[config.mk]
export PLATFORM = sky130hd
export DESIGN_NAME = frame_delay_sequencer
export DESIGN_NICKNAME = d
export VERILOG_FILES = /design/src/rtl/core/fds_pkg.sv /design/src/rtl/core/fds_mod.sv /design/src/rtl/core/frame_delay_sequencer.sv
export SDC_FILE = /design/constraint.sdc
export NUM_CORES = 2
export LEC_CHECK = 0
export ABC_AREA = 1
export ABC_CLOCK_PERIOD_IN_PS = 3200
export BUFFER_PORTS_ARGS = -buffer_cell sky130_fd_sc_hd__buf_2
export CORE_ASPECT_RATIO = 2
export CORE_MARGIN = 8
export CORE_UTILIZATION = 50
export CTS_BUF_LIST = sky130_fd_sc_hd__clkbuf_4 sky130_fd_sc_hd__clkbuf_8
export CTS_CLUSTER_SIZE = 25
export DETAILED_ROUTE_END_ITERATION = 8
export GPL_ROUTABILITY_DRIVEN = 1
export PLACE_DENSITY = 0.68
export SKIP_LAST_GASP = 1
export SLEW_MARGIN = 20
export SYNTH_ARGS = -nofsm -noshare
export SYNTH_HDL_FRONTEND = slang
export SYNTH_SLANG_ARGS = --single-unit
[constraint.sdc]
create_clock -name clk -period 3.2 [get_ports clk]
set_input_delay 0.48 -clock clk [delete_from_list [all_inputs] [get_ports clk]]
set_output_delay 0.48 -clock clk [all_outputs]
set_load 0.03 [all_outputs]
[src/rtl/core/fds_pkg.sv]
// shared types and constants for the frame delay sequencer
package fds_pkg;

  localparam int MAX_FRAMES_DEF = 64;
  localparam int TIME_BITS_DEF  = 20;

  typedef enum logic [2:0] {
    CMD_TICK        = 3'd0,
    CMD_PLAY        = 3'd1,
    CMD_STOP        = 3'd2,
    CMD_PAUSE       = 3'd3,
    CMD_RESUME      = 3'd4,
    CMD_SHOW_FIRST  = 3'd5,
    CMD_WRITE_DELAY = 3'd6,
    CMD_NONE        = 3'd7
  } cmd_t;

  typedef enum logic [2:0] {
    ST_IDLE,
    ST_STEP,
    ST_SUM,
    ST_MOD,
    ST_RESULT
  } state_t;

  typedef struct packed {
    logic start;
  } mod_ctl_t;

  typedef struct packed {
    logic done;
  } mod_status_t;

endpackage

[src/rtl/core/fds_mod.sv]
// iterative restoring remainder unit, one dividend bit per cycle
module fds_mod #(
  parameter int DW = fds_pkg::TIME_BITS_DEF + 1,
  parameter int VW = fds_pkg::TIME_BITS_DEF + 7
) (
  input  logic                clk,
  input  logic                rst,
  input  fds_pkg::mod_ctl_t   ctl,
  input  logic [DW-1:0]       dividend,
  input  logic [VW-1:0]       divisor,
  output fds_pkg::mod_status_t status,
  output logic [DW-1:0]       remainder
);

  localparam int CW = $clog2(DW + 1);

  logic [DW-1:0] dvd;
  logic [VW-1:0] dvs;
  logic [VW-1:0] rem;
  logic [CW-1:0] count;
  logic          busy;
  logic          done;

  logic [VW:0]   shifted;
  logic          fits;

  always_comb begin
    shifted = {rem, dvd[DW-1]};
    fits    = shifted >= {1'b0, dvs};
  end

  always_ff @(posedge clk) begin
    if (rst) begin
      busy  <= 1'b0;
      done  <= 1'b0;
      count <= '0;
    end else begin
      done <= 1'b0;
      if (ctl.start) begin
        busy  <= 1'b1;
        count <= CW'(DW);
      end else if (busy) begin
        count <= count - CW'(1);
        if (count == CW'(1)) begin
          busy <= 1'b0;
          done <= 1'b1;
        end
      end
    end
  end

  always_ff @(posedge clk) begin
    if (ctl.start) begin
      dvd <= dividend;
      dvs <= divisor;
      rem <= '0;
    end else if (busy) begin
      dvd <= {dvd[DW-2:0], 1'b0};
      if (fits) begin
        rem <= VW'(shifted - {1'b0, dvs});
      end else begin
        rem <= shifted[VW-1:0];
      end
    end
  end

  // remainder is no larger than the dividend, so the low bits hold it
  assign remainder   = rem[DW-1:0];
  assign status.done = done;

endmodule

[src/rtl/core/frame_delay_sequencer.sv]
// animation frame sequencer with per-frame delays kept in a synchronous memory
//
//   channel   signals                                      handshake
//   --------  -------------------------------------------  -----------------------
//   input     command loop_enable delta_time frame_slot     in_valid / in_ready
//             delay_value
//   output    frame_index frame_changed is_playing          out_valid / out_ready
//             is_paused accepted
//   config    frame_count                                  frame_count_we, no wait
//
// one word at a time: a running tick steps through the frames that it advances, each
// step reading one delay from the memory port.
// the first wrap of a looping tick adds a pass that sums the delays and a run of the
// remainder unit; at most n further steps follow.
// reset clears the player state; the delay memory holds no reset value.
// a result waiting on out_ready holds the block before it returns to idle.
module frame_delay_sequencer #(
  parameter int MAX_FRAMES = fds_pkg::MAX_FRAMES_DEF,
  parameter int TIME_BITS  = fds_pkg::TIME_BITS_DEF
) (
  input  logic                          clk,
  input  logic                          rst,
  input  logic                          frame_count_we,
  input  logic [$clog2(MAX_FRAMES+1)-1:0] frame_count,
  input  logic                          in_valid,
  output logic                          in_ready,
  input  logic [2:0]                    command,
  input  logic                          loop_enable,
  input  logic [TIME_BITS-1:0]          delta_time,
  input  logic [$clog2(MAX_FRAMES)-1:0] frame_slot,
  input  logic [TIME_BITS-1:0]          delay_value,
  output logic                          out_valid,
  input  logic                          out_ready,
  output logic [$clog2(MAX_FRAMES)-1:0] frame_index,
  output logic                          frame_changed,
  output logic                          is_playing,
  output logic                          is_paused,
  output logic                          accepted
);

  localparam int FB = $clog2(MAX_FRAMES);
  localparam int CB = $clog2(MAX_FRAMES + 1);
  localparam int EW = TIME_BITS + 1;
  localparam int SW = TIME_BITS + CB;

  // delay memory
  logic [TIME_BITS-1:0] mem [MAX_FRAMES];
  logic [TIME_BITS-1:0] rdata;
  logic [FB-1:0]        rd_addr;

  fds_pkg::state_t state, state_next;

  logic [CB-1:0] count_reg;
  logic [FB-1:0] cur, cur_next;
  logic [EW-1:0] elapsed, elapsed_next;
  logic          playing, playing_next;
  logic          paused, paused_next;
  logic          loop_mode, loop_mode_next;
  logic          changed, changed_next;
  logic          acc, acc_next;
  logic          wrapped, wrapped_next;
  logic [FB-1:0] sweep, sweep_next;
  logic [SW-1:0] total, total_next;
  logic          load_out;

  logic [CB-1:0]        n;
  logic [TIME_BITS-1:0] d_eff;
  logic                 accept;
  logic                 write_delay;
  fds_pkg::cmd_t        cmd;

  fds_pkg::mod_ctl_t    mod_ctl;
  fds_pkg::mod_status_t mod_status;
  logic [EW-1:0]        mod_rem;

  assign n      = (count_reg > CB'(MAX_FRAMES)) ? CB'(MAX_FRAMES) : count_reg;
  assign d_eff  = (rdata == '0) ? TIME_BITS'(1) : rdata;
  assign accept = in_valid && in_ready;
  assign cmd    = fds_pkg::cmd_t'(command);
  assign write_delay = accept && (cmd == fds_pkg::CMD_WRITE_DELAY) &&
                       ({1'b0, frame_slot} < (FB + 1)'(MAX_FRAMES));
  assign in_ready = (state == fds_pkg::ST_IDLE);

  always_ff @(posedge clk) begin
    if (write_delay) begin
      mem[frame_slot] <= delay_value;
    end
    rdata <= mem[rd_addr];
  end

  fds_mod #(
    .DW(EW),
    .VW(SW)
  ) u_mod (
    .clk      (clk),
    .rst      (rst),
    .ctl      (mod_ctl),
    .dividend (elapsed),
    .divisor  (total_next),
    .status   (mod_status),
    .remainder(mod_rem)
  );

  always_comb begin
    state_next     = state;
    cur_next       = cur;
    elapsed_next   = elapsed;
    playing_next   = playing;
    paused_next    = paused;
    loop_mode_next = loop_mode;
    changed_next   = changed;
    acc_next       = acc;
    wrapped_next   = wrapped;
    sweep_next     = sweep;
    total_next     = total;
    rd_addr        = cur;
    mod_ctl.start  = 1'b0;
    load_out       = 1'b0;

    unique case (state)
      fds_pkg::ST_IDLE: begin
        if (accept) begin
          changed_next = 1'b0;
          acc_next     = 1'b0;
          state_next   = fds_pkg::ST_RESULT;
          case (cmd)
            fds_pkg::CMD_TICK: begin
              if (playing && !paused && (n != '0)) begin
                if (CB'(cur) >= n) begin
                  cur_next     = '0;
                  changed_next = 1'b1;
                end
                elapsed_next = elapsed + EW'(delta_time);
                wrapped_next = 1'b0;
                rd_addr      = cur_next;
                state_next   = fds_pkg::ST_STEP;
              end
            end
            fds_pkg::CMD_PLAY: begin
              if (n != '0) begin
                loop_mode_next = loop_enable;
                cur_next       = '0;
                elapsed_next   = '0;
                playing_next   = 1'b1;
                paused_next    = 1'b0;
                changed_next   = 1'b1;
                acc_next       = 1'b1;
              end
            end
            fds_pkg::CMD_STOP: begin
              playing_next = 1'b0;
              paused_next  = 1'b0;
              cur_next     = '0;
              elapsed_next = '0;
              changed_next = (n != '0);
            end
            fds_pkg::CMD_PAUSE: begin
              if (playing) begin
                paused_next = 1'b1;
                acc_next    = 1'b1;
              end
            end
            fds_pkg::CMD_RESUME: begin
              if (playing && paused) begin
                paused_next = 1'b0;
                acc_next    = 1'b1;
              end
            end
            fds_pkg::CMD_SHOW_FIRST: begin
              if (playing) begin
                acc_next = 1'b1;
              end else if (n != '0) begin
                cur_next     = '0;
                elapsed_next = '0;
                changed_next = 1'b1;
                acc_next     = 1'b1;
              end
            end
            default: begin
            end
          endcase
        end
      end

      fds_pkg::ST_STEP: begin
        // rdata holds the delay of the current frame
        if (elapsed >= EW'(d_eff)) begin
          elapsed_next = elapsed - EW'(d_eff);
          if ((CB'(cur) + CB'(1)) < n) begin
            cur_next     = cur + FB'(1);
            changed_next = 1'b1;
            rd_addr      = cur_next;
          end else if (loop_mode) begin
            cur_next     = '0;
            changed_next = 1'b1;
            rd_addr      = '0;
            if (!wrapped) begin
              wrapped_next = 1'b1;
              total_next   = '0;
              sweep_next   = '0;
              state_next   = fds_pkg::ST_SUM;
            end
          end else begin
            playing_next = 1'b0;
            elapsed_next = '0;
            state_next   = fds_pkg::ST_RESULT;
          end
        end else begin
          state_next = fds_pkg::ST_RESULT;
        end
      end

      fds_pkg::ST_SUM: begin
        // one delay per cycle into the loop length
        total_next = total + SW'(d_eff);
        if ((CB'(sweep) + CB'(1)) == n) begin
          mod_ctl.start = 1'b1;
          state_next    = fds_pkg::ST_MOD;
        end else begin
          sweep_next = sweep + FB'(1);
          rd_addr    = sweep_next;
        end
      end

      fds_pkg::ST_MOD: begin
        // address stays on frame zero so its delay is ready for the next step
        if (mod_status.done) begin
          elapsed_next = mod_rem;
          state_next   = fds_pkg::ST_STEP;
        end
      end

      fds_pkg::ST_RESULT: begin
        if (!out_valid || out_ready) begin
          load_out   = 1'b1;
          state_next = fds_pkg::ST_IDLE;
        end
      end

      default: begin
        state_next = fds_pkg::ST_IDLE;
      end
    endcase
  end

  always_ff @(posedge clk) begin
    if (rst) begin
      state     <= fds_pkg::ST_IDLE;
      count_reg <= '0;
      cur       <= '0;
      elapsed   <= '0;
      playing   <= 1'b0;
      paused    <= 1'b0;
      loop_mode <= 1'b0;
      wrapped   <= 1'b0;
      out_valid <= 1'b0;
    end else begin
      state     <= state_next;
      cur       <= cur_next;
      elapsed   <= elapsed_next;
      playing   <= playing_next;
      paused    <= paused_next;
      loop_mode <= loop_mode_next;
      wrapped   <= wrapped_next;
      if (frame_count_we) begin
        count_reg <= frame_count;
      end
      if (load_out) begin
        out_valid <= 1'b1;
      end else if (out_ready) begin
        out_valid <= 1'b0;
      end
    end
  end

  always_ff @(posedge clk) begin
    changed <= changed_next;
    acc     <= acc_next;
    sweep   <= sweep_next;
    total   <= total_next;
    if (load_out) begin
      frame_index   <= cur;
      frame_changed <= changed;
      is_playing    <= playing;
      is_paused     <= paused;
      accepted      <= acc;
    end
  end

endmodule

=== After elaboration in Yosys (flattened, before gate mapping) ===
Memory sizes are Yosys's and may differ from the RTL's. A register that Yosys moved wholly into a read port is not among the register bits.
Index checks and enable logic that the tools add are counted.

* Register bits: 169
* Latch bits: 0
* Bits in writable memories: 1,280
* ROM bits: 0
* Bits of input ports: 62
* Output and inout bits: 12
* Memories kept: 1

{| class="wikitable"
|+ Memories
! memory !! words !! width !! read ports !! clocked after memory_dff !! wr ports !! line !! RTL
|-
| mem || 64 || 20 || 1 || 1 || 1 || frame_delay_sequencer.sv:47 || <nowiki>logic [TIME_BITS-1:0] mem [MAX_FRAMES];</nowiki>
|}

* Add/sub/neg operators: 9
* Multiply operators: 0
* Div/mod/pow operators: 0
* Order comparisons: 5
* Equality and inequality tests: 35
* Shift operators: 0
* Muxes and demuxes: 96
* Bitwise gates (word level): 1
* Reductions and logical operators: 30

{| class="wikitable"
|+ Operators by type and width
! kind !! count
|-
| two-way mux 21 bit || 10
|-
| two-way mux 27 bit || 5
|-
| two-way mux 6 bit || 16
|-
| case mux 21 bit (4 select lines) || 1
|-
| case mux 21 bit (3 select lines) || 1
|-
| case mux 27 bit (2 select lines) || 1
|-
| two-way mux 1 bit || 36
|-
| two-way mux 3 bit || 10
|-
| >= comparator 28 x 27 -> 1 bit || 1
|-
| adder 27 x 20 -> 27 bit || 1
|-
| subtractor 27 bit || 1
|-
| case mux 6 bit (2 select lines) || 2
|-
| case mux 6 bit (4 select lines) || 1
|-
| != test 2 bit, second input constant || 11
|-
| adder 21 x 20 -> 21 bit || 1
|-
| >= comparator 21 x 20 -> 1 bit || 1
|-
| AND reduction 7 bit || 3
|-
| subtractor 21 x 20 -> 21 bit || 1
|-
| zero test 20 bit || 1
|-
| two-way mux 20 bit || 1
|-
| case mux 6 bit (3 select lines) || 1
|-
| AND reduction 6 bit || 3
|-
| != test 3 bit, second input constant || 5
|-
| case mux 3 bit (5 select lines) || 1
|-
| other kinds (32) || 61
|}

=== Logic depth before layout (Yosys ltp) ===
* Word-level depth: 8
* Depth in mapped cells: 28

=== Modules after synthesis ===
A second synthesis with hierarchy kept.

* Cells, all modules: 6,999
* Area total of the unflattened synthesis: 70,948.0 µm²

{| class="wikitable"
|+ Modules (own cells, without submodules)
! module !! times used !! cells each !! area an instance (µm²) !! sequential area each (µm²)
|-
| frame_delay_sequencer || 1 || 6,167 || 65,202.5 || 40,759.1
|-
| fds_mod || 1 || 832 || 5,745.5 || 2,122.0
|}

=== Worst setup path after synthesis ===
No wires, ideal clock.

* Path kind: reg-to-reg
* Start point: register sweep[1]
* End point: register sweep[0], enable pin
* Arrival time: 2,957 ps
* Required time: 2,857 ps
* Setup slack: -100 ps
* Stages on the path, launching flop included: 14
* Path buffers: 2
* Period minus slack after synthesis: 3,300 ps
* Cells stage by stage: edfxtp_1 ha_1 xor2_2 inv_2 nand2_1 nand2_1 nor2_1 nand2_1 nor2_4 nand2_2 clkbuf_1 inv_1 clkbuf_1 nor2_1

* Word-level cells in the longest chain between the ends: 4

{| class="wikitable"
|+ Ends and longest elaborated chain
! item !! line !! RTL
|-
| start, declared || frame_delay_sequencer.sv:62 || <nowiki>logic [FB-1:0] sweep, sweep_next;</nowiki>
|-
| start signal, assigned || frame_delay_sequencer.sv:279 || <nowiki>sweep <= sweep_next;</nowiki>
|-
| adder 6 x 1 -> 7 bit || frame_delay_sequencer.sv:216 || <nowiki>if ((CB'(sweep) + CB'(1)) == n) begin</nowiki>
|-
| equality test 7 bit || frame_delay_sequencer.sv:216 ||
|-
| != test 2 bit (no line) || n/a ||
|-
| AND reduction 6 bit (no line) || n/a ||
|}

Every way passes these cells.
A chain may end at the register's enable or synchronous reset.

=== Worst setup path in the final report ===
* Start point: register rdata[18] (read register of mem)
* End point: register rdata[3] (read register of mem)

* Word-level cells in the longest chain between the ends: 5

{| class="wikitable"
|+ Ends and longest elaborated chain
! item !! line !! RTL
|-
| start, declared || frame_delay_sequencer.sv:48 || <nowiki>logic [TIME_BITS-1:0] rdata;</nowiki>
|-
| zero test 20 bit || frame_delay_sequencer.sv:77 || <nowiki>assign d_eff = (rdata == '0) ? TIME_BITS'(1) : rdata;</nowiki>
|-
| two-way mux 20 bit * || frame_delay_sequencer.sv:77 ||
|-
| >= comparator 21 x 20 -> 1 bit * || frame_delay_sequencer.sv:187 || <nowiki>if (elapsed >= EW'(d_eff)) begin</nowiki>
|-
| two-way mux 6 bit * || frame_delay_sequencer.sv:187 ||
|-
| case mux 6 bit (3 select lines) * || frame_delay_sequencer.sv:120 || <nowiki>unique case (state)</nowiki>
|}

Mark *: on every way between the ends. The rest lies on a longest branch, timed or not.

==> results.toml <==
[cts]
insertion_delay_ps = 920
cts_tree = "yes"
h-tree-depth = 4
cts.path.max_buffers = 4
cts_sinks = 1469
clk_pin_slew_ps = 70
cts-buffers-inserted = 200
cts-root-buf = "clkbuf_8"

[yosys]
ys_warn_count = 0
ys_types = 61
synth_top_area_cell = "edfxtp_1"
synth_top_area_share = 0.599
synth_compound_area_frac = 0.0363
muxShareOfSynthArea = 0
synthSimpleGateAreaFrac = 0.242
synthFlopType = "edfxtp_1"
synth_top_family_by_area = "simple AND/OR/NAND/NOR gates"
synth-edff-count = 1346
async_reset_ff_frac = 0
synth-adder-area-share = 0.0205
seq_area_frac_synth = 0.636
syn-num-nets = 6861
yosys.area_share.xor_xnor = 0.00595
synthTopCellsByArea = "edfxtp_1 (60%), nand2_1 (12%), nand3_1 (11%)"
synth_cells = 6691
ys_seq_elements = 1469
netlist_area_sq_um = 67500
avgSynthCellArea_sq_um = 10.1

[floorplanning]
coreArea_sq_um = 134000
io_pins = 74
start_util = 0.503
die_area_sq_um = 148000
row_count = 190
die_h_um = 536
die_w_um = 276

[route]
firstDrtPassIters = 7
routed_via_density = 5.84
vias = 53643
drc = 0
ant_nets = 0
initialDrtViolationCount = 4898
routed_wl_mm = 222
wl_per_cell_um = 24.1

[global_routing]
antenna_found_initial = 2
track_usage = 0.287
first_global_vias = 53283
grt_pass1_wl_mm = 318
grt_overflow = 0
grt_max_degree = 77

[worst_hold_path]
hp-start = "delay_value[18]"
hold_class = "primary input to flop"

[worst_setup_path]
critical-path-slowest-cell = "nor4_1"
path_common_cell = "nand2_1"
r2r_start = "rdata[18]$_DFF_P_"
crit_chain = "inv_2 > buf_4 > ha_1 > nand2_1 > nor4_1 > nand2_1 > nand2_4 > nand2_4 > nand2_4 > nand2_4 > nand3_4 > nand2_8 > buf_12 > buf_12 > buf_16 > nand2_1 > nand2_1 > nand2_1 > nand3_1 > nand3_2 > nand3_4 > nand3_4 > nand2_1"
cp-startpoint = "rdata[18]$_DFF_P_"
setup.reg_to_reg.worst_slack_ps = -750
slowest_delay_ps = 650
worstSetupEndpointType = "flop"
critPathArrivalTime_ps = 4760
cp_max_fo = 15
timing_worst_setup_path_type = "flop to flop"
cp-start-kind = "flop"
crit_required_ps = 4010

[power_and_ir_drop]
intPower_uw = 45800
swShare = 0.415
power.density_nw_per_um2 = 944
power_frac_comb = 0.521
ir_drop_v = 0.000612
leakage_uw = 0.0341
power_switching_uw = 32400
pwr-share-clk = 0.193
seqPwrFrac = 0.286

[sta]
hold_viol = 0
slew_violations = 0
rsz0062_at_grt = "yes"
worst_pin_slew_ps = 1170
max_slew_margin = 0.221
fin_crit_sh = 1.24
worst_slack_ps = -754
setup_tns_ps = -15950
finalSetupViolations = 29
finalClockSkew_ps = 51.8
fin_crit_ps = 3950
max_freq_mhz = 253

[cells_and_area]
largest_register_ffs = 1280
nets = 7477
regMostFlops = "mem"
syn2layout_area_growth_pct = 22.9
layout_common_cells = "nand2_1 (2049), edfxtp_1 (1346), nand3_1 (1213), buf_4 (441), inv_1 (427)"
final_layout_size_suffix_gt1_frac = 0.204
final_common_cell = "nand2_1"
fin_area_sq_um = 82900

[placement]
portBuffers = 73
hpwl_mm = 139
dpl-instance-area_sq_um = 74300
place_ws_ps = -1260
gp_congestion = 0.976

[run_status]
status = "complete, but fails checks"
violations = "negative setup slack"

[flow_run]
drv_cap = 0
-- synthesized netlist by cell type, types with 6 or more instances --
| master | number |
|---|---|
| a21oi_1 | 169 |
| buf_6 | 64 |
| xnor2_1 | 19 |
| nand3_2 | 15 |
| inv_2 | 13 |
| xor2_1 | 25 |
| a32o_1 | 7 |
| nor2_1 | 194 |
| nand2_2 | 6 |
| nor3_1 | 16 |
| nand4_1 | 19 |
| dfxtp_1 | 123 |
| o21ai_0 | 141 |
| buf_4 | 27 |
| a31oi_1 | 21 |
| nand3_1 | 1420 |
| buf_1 | 28 |
| o22ai_1 | 18 |
| nand2_1 | 2072 |
| buf_2 | 149 |
| or2_2 | 9 |
| o21bai_1 | 6 |
| o211ai_1 | 14 |
| inv_1 | 441 |
| o21a_1 | 9 |
| clkbuf_1 | 128 |
| edfxtp_1 | 1346 |
| nor4_1 | 8 |
| ha_1 | 104 |
| a21o_1 | 11 |
-- stage by stage --
step | util | total power, uW | cells | hold slack (ps)
global route | 0.618 | 81700 | 9192 | 44.5
global placement | 0.554 | 54300 | 8701 | 406
finish | 0.618 | 78200 | 9192 | 60.6
CTS | 0.606 | 74300 | 9147 | 1.14
floorplan | - | 42900 | 6691 | 400
detailed placement | 0.554 | 54800 | 8701 | 424
-- power groups by stage --
stage	registers, uW	clock network, uW	logic (uW)
2_1_floorplan	22500	0	20400
3_3_place_gp	22700	0	31600
3_5_place_dp	22700	0	32100
4_1_cts	22300	15200	36800
5_1_grt	22400	16000	43400
6_report	22400	15100	40700
-- final timing paths --
| kind | cells past startpoint | to |
|---|---|---|
| worst max-delay path | 23 | rdata[3]$_DFF_P_ |
| worst min-delay path | 1 | mem[60][18]$_DFFE_PP_ |
| worst max register to register | 23 | rdata[3]$_DFF_P_ |
| worst min register to register | 0 | frame_changed$_DFFE_PP_ |
-- critical path, delay by kind of cell, from the launching register on --
family	cells	cell delay, ps
buffers and inverters	5	650
flip-flops	1	360
AND/OR/NAND/NOR	17	2510
adder cells (fa/ha/maj)	1	320
-- routing by layer --
layer | global-route usage | routed length [um] | vias to the layer above
li1 | - | - | 24264
met1 | 0.287 | 69400 | 25680
met2 | 0.505 | 112000 | 2795
met3 | 0.0359 | 15400 | 902
met4 | 0.270 | 24800 | 2
met5 | 0 | 10 | -
-- cell type report --
class	instances	area, sq um
clock inverters	86	756
repair inverters	2	25.0
fillers	10389	51200
well taps	1728	2160
diodes	1	2.50
flip-flops and latches	1469	42900
multi-input cells	4366	22400
clock buffers	272	3360
inverters	458	1760
repair buffers	810	9580
-- kinds of logic (layout without fill, tap and decap cells) --
| family | count (synthesis) | in the layout |
|---|---|---|
| AND/OR/NAND/NOR | 3782 | 3782 |
| flip-flops | 1469 | 1469 |
| buffers and inverters | 856 | 1628 |
| AO/OA/AOI/OAI | 431 | 431 |
| adder cells (fa/ha/maj) | 108 | 108 |
| XOR/XNOR | 45 | 45 |
| other | 0 | 1 |
-- what timing repair did --
action	CTS	global route
cloned	31	31
endpoints found under the hold margin	31	0
setup buffers	39	21
hold buffers	21	0
resized for setup	275	210
pin swaps	56	83
setup endpoints to repair	67	113
No activity file was read; power rests on OpenSTA's default activity.
